===== config.mk =====
export PLATFORM = sky130hd
export DESIGN_NAME = sorted_list_engine_top
export DESIGN_NICKNAME = d
export VERILOG_FILES = /design/src/design/sle_pkg.sv /design/src/design/sle_ram.sv /design/src/design/sorted_list_engine_top.sv
export SDC_FILE = /design/constraint.sdc
export NUM_CORES = 2
export LEC_CHECK = 0
export BUFFER_PORTS_ARGS = -buffer_cell sky130_fd_sc_hd__buf_2
export CAP_MARGIN = 20
export CORE_MARGIN = 5
export CORE_UTILIZATION = 50
export CTS_BUF_LIST = sky130_fd_sc_hd__clkbuf_8
export DETAILED_ROUTE_END_ITERATION = 10
export PLACE_DENSITY = 0.64
export SYNTH_ARGS = -nofsm -noshare
export SYNTH_HDL_FRONTEND = slang
export SYNTH_SLANG_ARGS = --single-unit

===== constraint.sdc =====
create_clock -name aclk -period 7.2 [get_ports aclk]
set_clock_uncertainty 0.2 [all_clocks]
set_input_delay 0.72 -clock aclk [delete_from_list [all_inputs] [get_ports aclk]]
set_output_delay 0.72 -clock aclk [all_outputs]
set_load 0.05 [all_outputs]

===== src/design/sle_pkg.sv =====
// Shared types and codes for the sorted list engine.
package sle_pkg;

    // Operation codes carried in the kind field
    localparam logic [2:0] KIND_INSERT   = 3'd0;
    localparam logic [2:0] KIND_REMOVE   = 3'd1;
    localparam logic [2:0] KIND_REPLACE  = 3'd2;
    localparam logic [2:0] KIND_RETRIEVE = 3'd3;
    localparam logic [2:0] KIND_CLEAR    = 3'd4;

    // Status codes returned with each result word
    localparam logic [2:0] STAT_OK        = 3'd0;
    localparam logic [2:0] STAT_FULL      = 3'd1;
    localparam logic [2:0] STAT_EMPTY     = 3'd2;
    localparam logic [2:0] STAT_NOT_FOUND = 3'd3;
    localparam logic [2:0] STAT_RANGE     = 3'd4;

    typedef struct packed {
        logic        [2:0]  kind;
        logic signed [31:0] value;
        logic        [6:0]  position;
    } sle_in_t;

    typedef struct packed {
        logic        [2:0]  status;
        logic signed [31:0] read_value;
        logic        [6:0]  entry_count;
    } sle_out_t;

    typedef enum logic [3:0] {
        S_IDLE,
        S_DECODE,
        S_INS_RD,
        S_INS_EV,
        S_INS_TAIL,
        S_SRCH,
        S_SRCH_EV,
        S_MATCH_EV,
        S_SHIFT_RD,
        S_SHIFT_EV,
        S_RET_EV,
        S_DONE
    } sle_state_t;

endpackage


===== src/design/sle_ram.sv =====
// Generic simple dual-port RAM with one write port and a registered read port.
module sle_ram #(
    parameter int WIDTH = 32,
    parameter int DEPTH = 64
) (
    input  logic                     aclk,
    input  logic                     we,
    input  logic [$clog2(DEPTH)-1:0] waddr,
    input  logic [WIDTH-1:0]         wdata,
    input  logic [$clog2(DEPTH)-1:0] raddr,
    output logic [WIDTH-1:0]         rdata
);

    logic [WIDTH-1:0] mem [DEPTH];

    // Write on enable, read every cycle
    always_ff @(posedge aclk) begin
        if (we) begin
            mem[waddr] <= wdata;
        end
        rdata <= mem[raddr];
    end

endmodule


===== src/design/sorted_list_engine_top.sv =====
// Top level of the sorted list engine: sequencer around one entry memory.
//
// Keeps up to CAPACITY signed 32-bit entries in ascending order in one RAM
// with a registered read. One input word is taken at a time, and each
// yields one result word. Every memory read takes an address state and then
// an evaluate state. An insert into n entries walks all n of them. A remove
// binary-searches for its value, with the number of search steps at most
// ceil(log2(n)), and on a match shifts every entry above it down one slot.
// Replace, clear, unknown kinds, insert into a full list and remove from an
// empty one go from decode straight to done, and a retrieve in range adds
// one evaluate state. Removing the first of 64 entries is the slowest item.
// The next input word is taken while a result word still waits on the
// output. That item then holds in its last state until the output register
// is free. Entries come out of reset undefined. No clearing pass is run,
// since only positions below the entry count are ever used.
module sorted_list_engine_top #(
    parameter int CAPACITY = 64
) (
    input  logic              aclk,
    input  logic              aresetn,
    input  logic              s_valid,
    output logic              s_ready,
    input  sle_pkg::sle_in_t  s_data,
    output logic              m_valid,
    input  logic              m_ready,
    output sle_pkg::sle_out_t m_data
);
    import sle_pkg::*;

    localparam int IW = $clog2(CAPACITY);
    localparam int CW = $clog2(CAPACITY + 1);
    localparam int PW = (CW > 7) ? CW : 7;

    sle_state_t         state_reg, state_next;
    sle_in_t            item_reg;
    logic [CW-1:0]      count_reg, count_next;
    logic [IW-1:0]      k_reg, k_next;
    logic [IW-1:0]      lo_reg, lo_next;
    logic [IW-1:0]      hi_reg, hi_next;
    logic signed [31:0] carry_reg, carry_next;
    logic               found_reg, found_next;
    logic [2:0]         stat_reg, stat_next;
    logic signed [31:0] rd_reg, rd_next;
    sle_out_t           out_reg;
    logic               m_valid_reg;

    logic               ram_we;
    logic [IW-1:0]      ram_waddr;
    logic [31:0]        ram_wdata;
    logic [IW-1:0]      ram_raddr;
    logic [31:0]        ram_rdata;

    logic signed [31:0] d;
    logic signed [31:0] v;
    logic [CW-1:0]      k_ext;
    logic [CW-1:0]      k_plus1;
    logic               ins_gt;
    logic               ins_place;
    logic               ins_last;
    logic               list_full;
    logic               list_empty;
    logic [IW:0]        lo_hi_sum;
    logic [IW-1:0]      mid;
    logic [PW-1:0]      pos_ext;
    logic [PW-1:0]      cnt_pw;
    logic               pos_ok;
    logic [IW-1:0]      pos_idx;
    logic               out_free;

    sle_ram #(
        .WIDTH (32),
        .DEPTH (CAPACITY)
    ) u_entries (
        .aclk  (aclk),
        .we    (ram_we),
        .waddr (ram_waddr),
        .wdata (ram_wdata),
        .raddr (ram_raddr),
        .rdata (ram_rdata)
    );

    // Shared conditions
    assign d          = $signed(ram_rdata);
    assign v          = item_reg.value;
    assign k_ext      = CW'(k_reg);
    assign k_plus1    = k_ext + CW'(1);
    assign ins_gt     = v > d;
    assign ins_place  = found_reg || !ins_gt;
    assign ins_last   = (k_plus1 == count_reg);
    assign list_full  = (count_reg == CW'(CAPACITY));
    assign list_empty = (count_reg == '0);
    assign lo_hi_sum  = {1'b0, lo_reg} + {1'b0, hi_reg};
    assign mid        = lo_hi_sum[IW:1];
    assign pos_ext    = PW'(item_reg.position);
    assign cnt_pw     = PW'(count_reg);
    assign pos_ok     = (pos_ext != '0) && (pos_ext <= cnt_pw);
    assign pos_idx    = IW'(pos_ext - PW'(1));
    assign out_free   = !m_valid_reg || m_ready;

    // Next state
    always_comb begin
        state_next = state_reg;
        unique case (state_reg)
            S_IDLE: begin
                if (s_valid) begin
                    state_next = S_DECODE;
                end
            end
            S_DECODE: begin
                unique case (item_reg.kind)
                    KIND_INSERT: begin
                        if (list_full) begin
                            state_next = S_DONE;
                        end else if (list_empty) begin
                            state_next = S_INS_TAIL;
                        end else begin
                            state_next = S_INS_RD;
                        end
                    end
                    KIND_REMOVE: begin
                        state_next = list_empty ? S_DONE : S_SRCH;
                    end
                    KIND_RETRIEVE: begin
                        state_next = pos_ok ? S_RET_EV : S_DONE;
                    end
                    default: begin
                        state_next = S_DONE;
                    end
                endcase
            end
            S_INS_RD:   state_next = S_INS_EV;
            S_INS_EV:   state_next = ins_last ? S_INS_TAIL : S_INS_RD;
            S_INS_TAIL: state_next = S_DONE;
            S_SRCH:     state_next = (lo_reg < hi_reg) ? S_SRCH_EV : S_MATCH_EV;
            S_SRCH_EV:  state_next = S_SRCH;
            S_MATCH_EV: state_next = (d == v) ? S_SHIFT_RD : S_DONE;
            S_SHIFT_RD: state_next = (k_plus1 < count_reg) ? S_SHIFT_EV : S_DONE;
            S_SHIFT_EV: state_next = S_SHIFT_RD;
            S_RET_EV:   state_next = S_DONE;
            S_DONE: begin
                if (out_free) begin
                    state_next = S_IDLE;
                end
            end
            default:    state_next = S_IDLE;
        endcase
    end

    // Memory and handshake controls
    always_comb begin
        ram_we    = 1'b0;
        ram_waddr = k_reg;
        ram_wdata = carry_reg;
        ram_raddr = k_reg;
        s_ready   = 1'b0;
        unique case (state_reg)
            S_IDLE: begin
                s_ready = 1'b1;
            end
            S_DECODE: begin
                ram_raddr = pos_idx;
                if (item_reg.kind == KIND_REPLACE && pos_ok) begin
                    ram_we    = 1'b1;
                    ram_waddr = pos_idx;
                    ram_wdata = item_reg.value;
                end
            end
            S_INS_EV: begin
                ram_we = ins_place;
            end
            S_INS_TAIL: begin
                ram_we    = 1'b1;
                ram_waddr = IW'(count_reg);
            end
            S_SRCH: begin
                ram_raddr = (lo_reg < hi_reg) ? mid : hi_reg;
            end
            S_SHIFT_RD: begin
                ram_raddr = IW'(k_plus1);
            end
            S_SHIFT_EV: begin
                ram_we    = 1'b1;
                ram_wdata = d;
            end
            default: begin
            end
        endcase
    end

    // Datapath next values
    always_comb begin
        count_next = count_reg;
        k_next     = k_reg;
        lo_next    = lo_reg;
        hi_next    = hi_reg;
        carry_next = carry_reg;
        found_next = found_reg;
        stat_next  = stat_reg;
        rd_next    = rd_reg;
        case (state_reg)
            S_DECODE: begin
                stat_next  = STAT_OK;
                rd_next    = '0;
                k_next     = '0;
                found_next = 1'b0;
                carry_next = item_reg.value;
                lo_next    = '0;
                hi_next    = IW'(count_reg - CW'(1));
                case (item_reg.kind)
                    KIND_INSERT: begin
                        if (list_full) begin
                            stat_next = STAT_FULL;
                        end
                    end
                    KIND_REMOVE: begin
                        if (list_empty) begin
                            stat_next = STAT_EMPTY;
                        end
                    end
                    KIND_REPLACE, KIND_RETRIEVE: begin
                        if (!pos_ok) begin
                            stat_next = STAT_RANGE;
                        end
                    end
                    KIND_CLEAR: begin
                        count_next = '0;
                    end
                    default: begin
                    end
                endcase
            end
            S_INS_EV: begin
                // Carry the displaced entry up one slot
                if (ins_place) begin
                    carry_next = d;
                    found_next = 1'b1;
                end
                k_next = IW'(k_plus1);
            end
            S_INS_TAIL: begin
                count_next = count_reg + CW'(1);
            end
            S_SRCH_EV: begin
                if (d < v) begin
                    lo_next = mid + IW'(1);
                end else begin
                    hi_next = mid;
                end
            end
            S_MATCH_EV: begin
                k_next = hi_reg;
                if (d != v) begin
                    stat_next = STAT_NOT_FOUND;
                end
            end
            S_SHIFT_RD: begin
                if (!(k_plus1 < count_reg)) begin
                    count_next = count_reg - CW'(1);
                end
            end
            S_SHIFT_EV: begin
                k_next = IW'(k_plus1);
            end
            S_RET_EV: begin
                rd_next = d;
            end
            default: begin
            end
        endcase
    end

    // Control registers
    always_ff @(posedge aclk) begin
        if (!aresetn) begin
            state_reg   <= S_IDLE;
            count_reg   <= '0;
            m_valid_reg <= 1'b0;
        end else begin
            state_reg <= state_next;
            count_reg <= count_next;
            if (state_reg == S_DONE && out_free) begin
                m_valid_reg <= 1'b1;
            end else if (m_ready) begin
                m_valid_reg <= 1'b0;
            end
        end
    end

    // Payload registers
    always_ff @(posedge aclk) begin
        if (state_reg == S_IDLE && s_valid) begin
            item_reg <= s_data;
        end
        k_reg     <= k_next;
        lo_reg    <= lo_next;
        hi_reg    <= hi_next;
        carry_reg <= carry_next;
        found_reg <= found_next;
        stat_reg  <= stat_next;
        rd_reg    <= rd_next;
        if (state_reg == S_DONE && out_free) begin
            out_reg.status      <= stat_reg;
            out_reg.read_value  <= rd_reg;
            out_reg.entry_count <= cnt_pw[6:0];
        end
    end

    assign m_valid = m_valid_reg;
    assign m_data  = out_reg;

endmodule

After elaboration in Yosys (flattened, before gate mapping):

Memory sizes are Yosys's and may differ from the RTL's. A register that Yosys moved wholly into a read port is not among the register bits.
Cells that the tools add are included.

* register bits after elaboration: 182
* memory bits (writable): 2048
* input bits: 46
* output and inout bits: 44
* logic and storage cells: 128
* memories: 1

* $add $sub $neg: 6
* order comparisons: 5
* equal/unequal tests: 27
* multiplexer cells: 44
* reduce and logical (&&, ||, !) cells: 29

Memory list
* u_entries.mem: words 64, bits a word 32, read ports 1, clocked after Yosys merged registers in 1, write ports 1, line sle_ram.sv:14 `logic [WIDTH-1:0] mem [DEPTH];`

Operators by type and width (number)
* case mux 32 bit (2 select lines): 3
* two-way mux 32 bit: 2
* case mux 4 bit (11 select lines): 1
* case mux 6 bit (2 select lines): 3
* case mux 6 bit (3 select lines): 2
* equality test 32 bit: 1
* > comparator 32 bit: 1
* less-than comparator 32 bit: 1
* != test 32 bit: 1
* two-way mux 6 bit: 4
* case mux 7 bit (3 select lines): 1
* equality test 4 x 3 -> 1 bit (second input constant): 4
* equality test 4 bit (second input constant): 4
* two-way mux 4 bit: 4
* two-way mux 7 bit: 2
* != test 2 bit (second input constant): 7
* two-way mux 3 bit: 4
* case mux 4 bit (3 select lines): 1
* two-way mux 1 bit: 10
* AND reduction 2 bit: 5
* nonzero test 2 bit: 5
* case mux 3 bit (3 select lines): 1
* equality test 4 x 2 -> 1 bit (second input constant): 2
* OR reduction 2 bit: 4
* 29 further kinds: 38

Depth between registers and ports, before layout:

* depth in word-level cells: 7
* gate-level depth with buffers: 17
* depth with buffers taken out: 12

Hierarchy:

From an unflattened synthesis, not the netlist that was laid out.

* cells, all modules: 4196
* area, all modules: 88164.6 um^2

By module, submodules not included
* sle_ram: instances 1, cells each 3324, area an instance 78515.3 um^2, sequential area each 62139.6 um^2
* sorted_list_engine_top: instances 1, cells each 872, area an instance 9649.3 um^2, sequential area each 5345.1 um^2

Least setup slack after synthesis:

OpenSTA, ideal clock, no wires.

* path kind: reg2reg
* start point: reg item_reg (netlist bit pos_ext[0])
* end point: mem u_entries.mem[16][0], enable pin
* setup time: 0.461 ns
* arrival: 5.080 ns
* required time: 6.539 ns
* setup slack: 1.459 ns
* cell stages (with the launch flop): 13
* path buffers: 1
* cell sequence: edfxtp_1 > inv_1 > ha_1 > or3b_2 > nor4_1 > or4_1 > clkbuf_1 > nor2_4 > nor2_1 > a221o_1 > nor2b_1 > nand2_1 > nor3_1

* cells in the longest elaborated chain, start to end: 7
* elaborated cells on any way between the ends: 11
* those cells by class: add/sub (1); order compare (1); mux (6); reduce/logical (3)

Ends and longest elaborated chain
* from (decl): line sorted_list_engine_top.sv:35 `sle_in_t item_reg;`
* from (signal assigned): line sorted_list_engine_top.sv:292 `item_reg <= s_data;`
* <= comparator 7 bit / nonzero test 7 bit (equally long branches): line sorted_list_engine_top.sv:96 `assign pos_ok = (pos_ext != '0) && (pos_ext <= cnt_pw);`
* logical AND 1 bit: line sorted_list_engine_top.sv:96
* logical AND 1 bit: line sorted_list_engine_top.sv:162 `if (item_reg.kind == KIND_REPLACE && pos_ok) begin`
* two-way mux 1 bit: line sorted_list_engine_top.sv:162
* case mux 1 bit (3 select lines): line sorted_list_engine_top.sv:156 `unique case (state_reg)`
* two-way mux 1 bit: line sle_ram.sv:18 `if (we) begin`
* two-way mux 1 bit (not written as such): line sle_ram.sv:19 `mem[waddr] <= wdata;`
* to (decl): line sle_ram.sv:14

Several ways; a longest one is shown, not always the timed one.

Worst setup path in the final report:

* start point: reg state_reg[0]
* end point: reg u_entries.rdata[10] (read register of u_entries.mem)

* cells in the longest elaborated chain, start to end: 2
* elaborated cells on any way between the ends: 4
* those cells by class: eq/ne (3); mux (1)

Ends and longest elaborated chain
* from (decl): line sorted_list_engine_top.sv:34 `sle_state_t state_reg, state_next;`
* from (signal assigned): line sorted_list_engine_top.sv:279 `state_reg <= state_next;`
* equality test 4 bit (tied with other cells): line sorted_list_engine_top.sv:156
* case mux 6 bit (3 select lines) *: line sorted_list_engine_top.sv:156
* to (decl): line sle_ram.sv:11 `output logic [WIDTH-1:0] rdata`

Every way passes the cells marked *; elsewhere a longest branch is shown, timed or not.
A chain may end at the register's enable or synchronous reset.

==> flow_summary.yaml <==
job:
  drv_cap: 0
grt:
  grt_start_max_net_pins: 175
  grt_pass1_wl_mm: 381.9
  antenna_found_initial: 26
  grtUsageTotal_pct: 27.26
  grt_pass1_vias: 54430
  grt_overflow: 0
clock_network:
  path_clk_slew_ns: 0.07
  cts.sinks: 2262
  cts-root-buf: "clkbuf_8"
  clock_path_buffers: 4
  clock_latency_ns: 1.10
  htreeDepth: 5
  numCtsBuffers: 377
  cts_tree: "built"
cells_and_area:
  n_fill_cell: 14290
  largest_reg_flops: 2048
  area.growth.synth_to_final_pct: 12.64
  drive_gt1_share_pct: 13.38
  largest-register: "u_entries.mem"
  post-route-util_pct: 56.56
  nets: 6673
setup_path:
  path_buf_inv: 2
  cp_max_fo: 30
  endpoint_kind: "flip-flop"
  crit_type: "flip-flop to flip-flop"
  worst_path_max_delay_cell: "nor4_2"
  worst_path_most_repeated_cell: "buf_4"
  critPathLaunchType: "flip-flop"
  cpPeakStageDelay_ns: 0.78
  arrival_ns: 6.72
  crit_path_cell_trace: "or4b_1 > or4_1 > and3_1 > o21ai_1 > o32a_1 > nor2_1 > nand2_1 > buf_4 > a211oi_1 > nor4_2 > buf_4 > nand4_1"
  crit_required_ns: 7.72
  critPathTopFamily: "simple AND/OR/NAND/NOR gates"
routing:
  vias: 57170
  wl_mm: 266.1
  vias_per_cell: 6.204
  drc: 0
  ant_nets: 0
  routedWlPerCell_um: 28.88
  first_iter_violations: 7229
  first_pass_iters: 6
sta:
  finalSetupViolations: 0
  setup_tns_ns: 0
  timing.fmax_ghz: 0.1613
  hold_violations: 0
  worst_slew_pin_slew_ns: 1.213
  finalCriticalPeriod_ns: 6.199
  maxSlewHeadroom_pct: 18.73
  rsz0062_at_grt: "false"
  slew_violations: 0
  holdWs_ns: 0.1606
  timing.final.crit_share_pct: 86.09
placement:
  port_buffers: 89
  place_congestion: 0.8808
  dp_hpwl_mm: 152.6
synth:
  synth_area_um2: 90760
  syn_inst: 6246
  yosysSeqAreaShare_pct: 74.35
  synth_cell_types: 80
  ys_seq_elements: 2262
  yosysMostFrequentCell: "edfxtp_1"
  postSynthAreaPerCell_um2: 14.53
  ys_top_cells_by_area: "edfxtp_1 73%, nand2_1 4.4%, mux2i_1 3.8%"
  yosysTopAreaCell: "edfxtp_1"
  async_reset_ff_share_pct: 0
  synth_top_area_share_pct: 73.38
  dominantRegCellSynth: "edfxtp_1"
  synth_nets: 6354
  synth_edf_count: 2218
  yosys_warnings: 0
  synthTopCellsByCount: "2,218 x edfxtp_1, 1,071 x nand2_1, 343 x mux2i_1, 276 x a21oi_1, 255 x clkbuf_1"
power_and_ir_drop:
  power.internal_mw: 27.38
  ir_drop_mv: 0.4356
  clkPwrFrac_pct: 22.2
  p_comb_share_pct: 40.9
  p_sw_mw: 19.08
  seqPwrFrac_pct: 36.9
  powerDensity_nw_per_um2: 454.5
  p_leak_nw: 36.08
  p_sw_share_pct: 41.08
die:
  initial_core_util_pct: 50.22
  coreArea_um2: 180700
  ioPinCount: 90
  die_height_um: 436.1
  die_w_um: 436.1
  fp.dieArea_um2: 190100
  rows: 156
min_path:
  hold_path.class: "primary input to flip-flop"
run_status:
  status: "finished clean"
## layer usage
layer	track usage (%)	vias up	routed length, um
met5	0	-	45
met1	39.39	28840	108400
met2	40.59	3134	119200
li1	-	24700	-
met3	5.990	490	27750
met4	10.92	6	10610
## cell families (layout without fill, tap and decap cells)
group / Yosys count / after routing / share of synthesized area [%]
other: 0 / 5 / 0
buffers and inverters: 502 / 1095 / 2.257
flip-flops: 2262 / 2262 / 74.35
XOR/XNOR: 23 / 23 / 0.2219
AO/OA/AOI/OAI: 1188 / 1188 / 9.042
AND/OR/NAND/NOR: 1863 / 1863 / 9.443
adder cells (fa/ha/maj): 62 / 62 / 0.8630
multiplexers: 346 / 346 / 3.820
## what timing repair did
item / in CTS / in global routing
setup buffers: 0 / 0
hold buffers: 46 / 0
resized for setup: 0 / 0
setup endpoints to repair: 0 / 0
endpoints found under the hold margin: 64 / 0
## stage by stage
step	instances	setup slack, ns	instance area [um2]	power [mW]
after global routing	9210	0.8034	102200	48.24
after global placement	8479	0.4354	94700	35.55
after floorplan	6246	1.459	90760	27.91
final	9214	1.001	102200	46.46
after detailed placement	8504	1.155	95010	36.08
after CTS	9203	1.127	102100	46.35
## worst paths after layout
path,slack [ns],startpoint,depth (start not counted),endpoint
setup / recovery,1.00,state_reg[0]$_SDFFE_PN0P_,12,u_entries.rdata[10]$_DFF_P_
hold / removal,0.16,s_data[19],2,v[12]$_DFFE_PP_
setup reg to reg,1.00,state_reg[0]$_SDFFE_PN0P_,12,u_entries.rdata[10]$_DFF_P_
hold reg to reg,0.22,rd_reg[20]$_SDFFCE_PN0P_,0,m_data[27]$_DFFE_PP_
## cell type report
cell class / instances / area (um2) / share of cell area (%)
inverters: 90 / 350.3 / 0.3427
clock buffers: 383 / 5271 / 5.156
flip-flops and latches: 2262 / 67480 / 66.01
repair buffers: 352 / 2859 / 2.797
clock inverters: 270 / 1384 / 1.354
diodes: 5 / 12.51 / 0.01224
multi-input cells: 3482 / 21910 / 21.43
well taps: 2370 / 2965 / 2.901
## cell usage in the layout, fill, tap and decap left out, drive strengths merged, types with 188 or more instances in the layout
cell,Yosys,layout
nand3,188,188
buf,157,304
a211oi,190,190
a21oi,276,276
mux2i,343,343
and3,222,222
edfxtp,2218,2218
inv,90,204
clkbuf,255,385
nand2,1071,1071
## power by group through the flow
stage               clock (mW)  combinational (mW)  sequential (mW)
floorplan                    0                10.6             17.3
global placement             0                18.2             17.4
detailed placement           0                18.7             17.4
CTS                       10.5                18.7             17.1
global route              11.1                20.0             17.2
finish                    10.3                19.0             17.1
(Power assumes the default switching activity.)
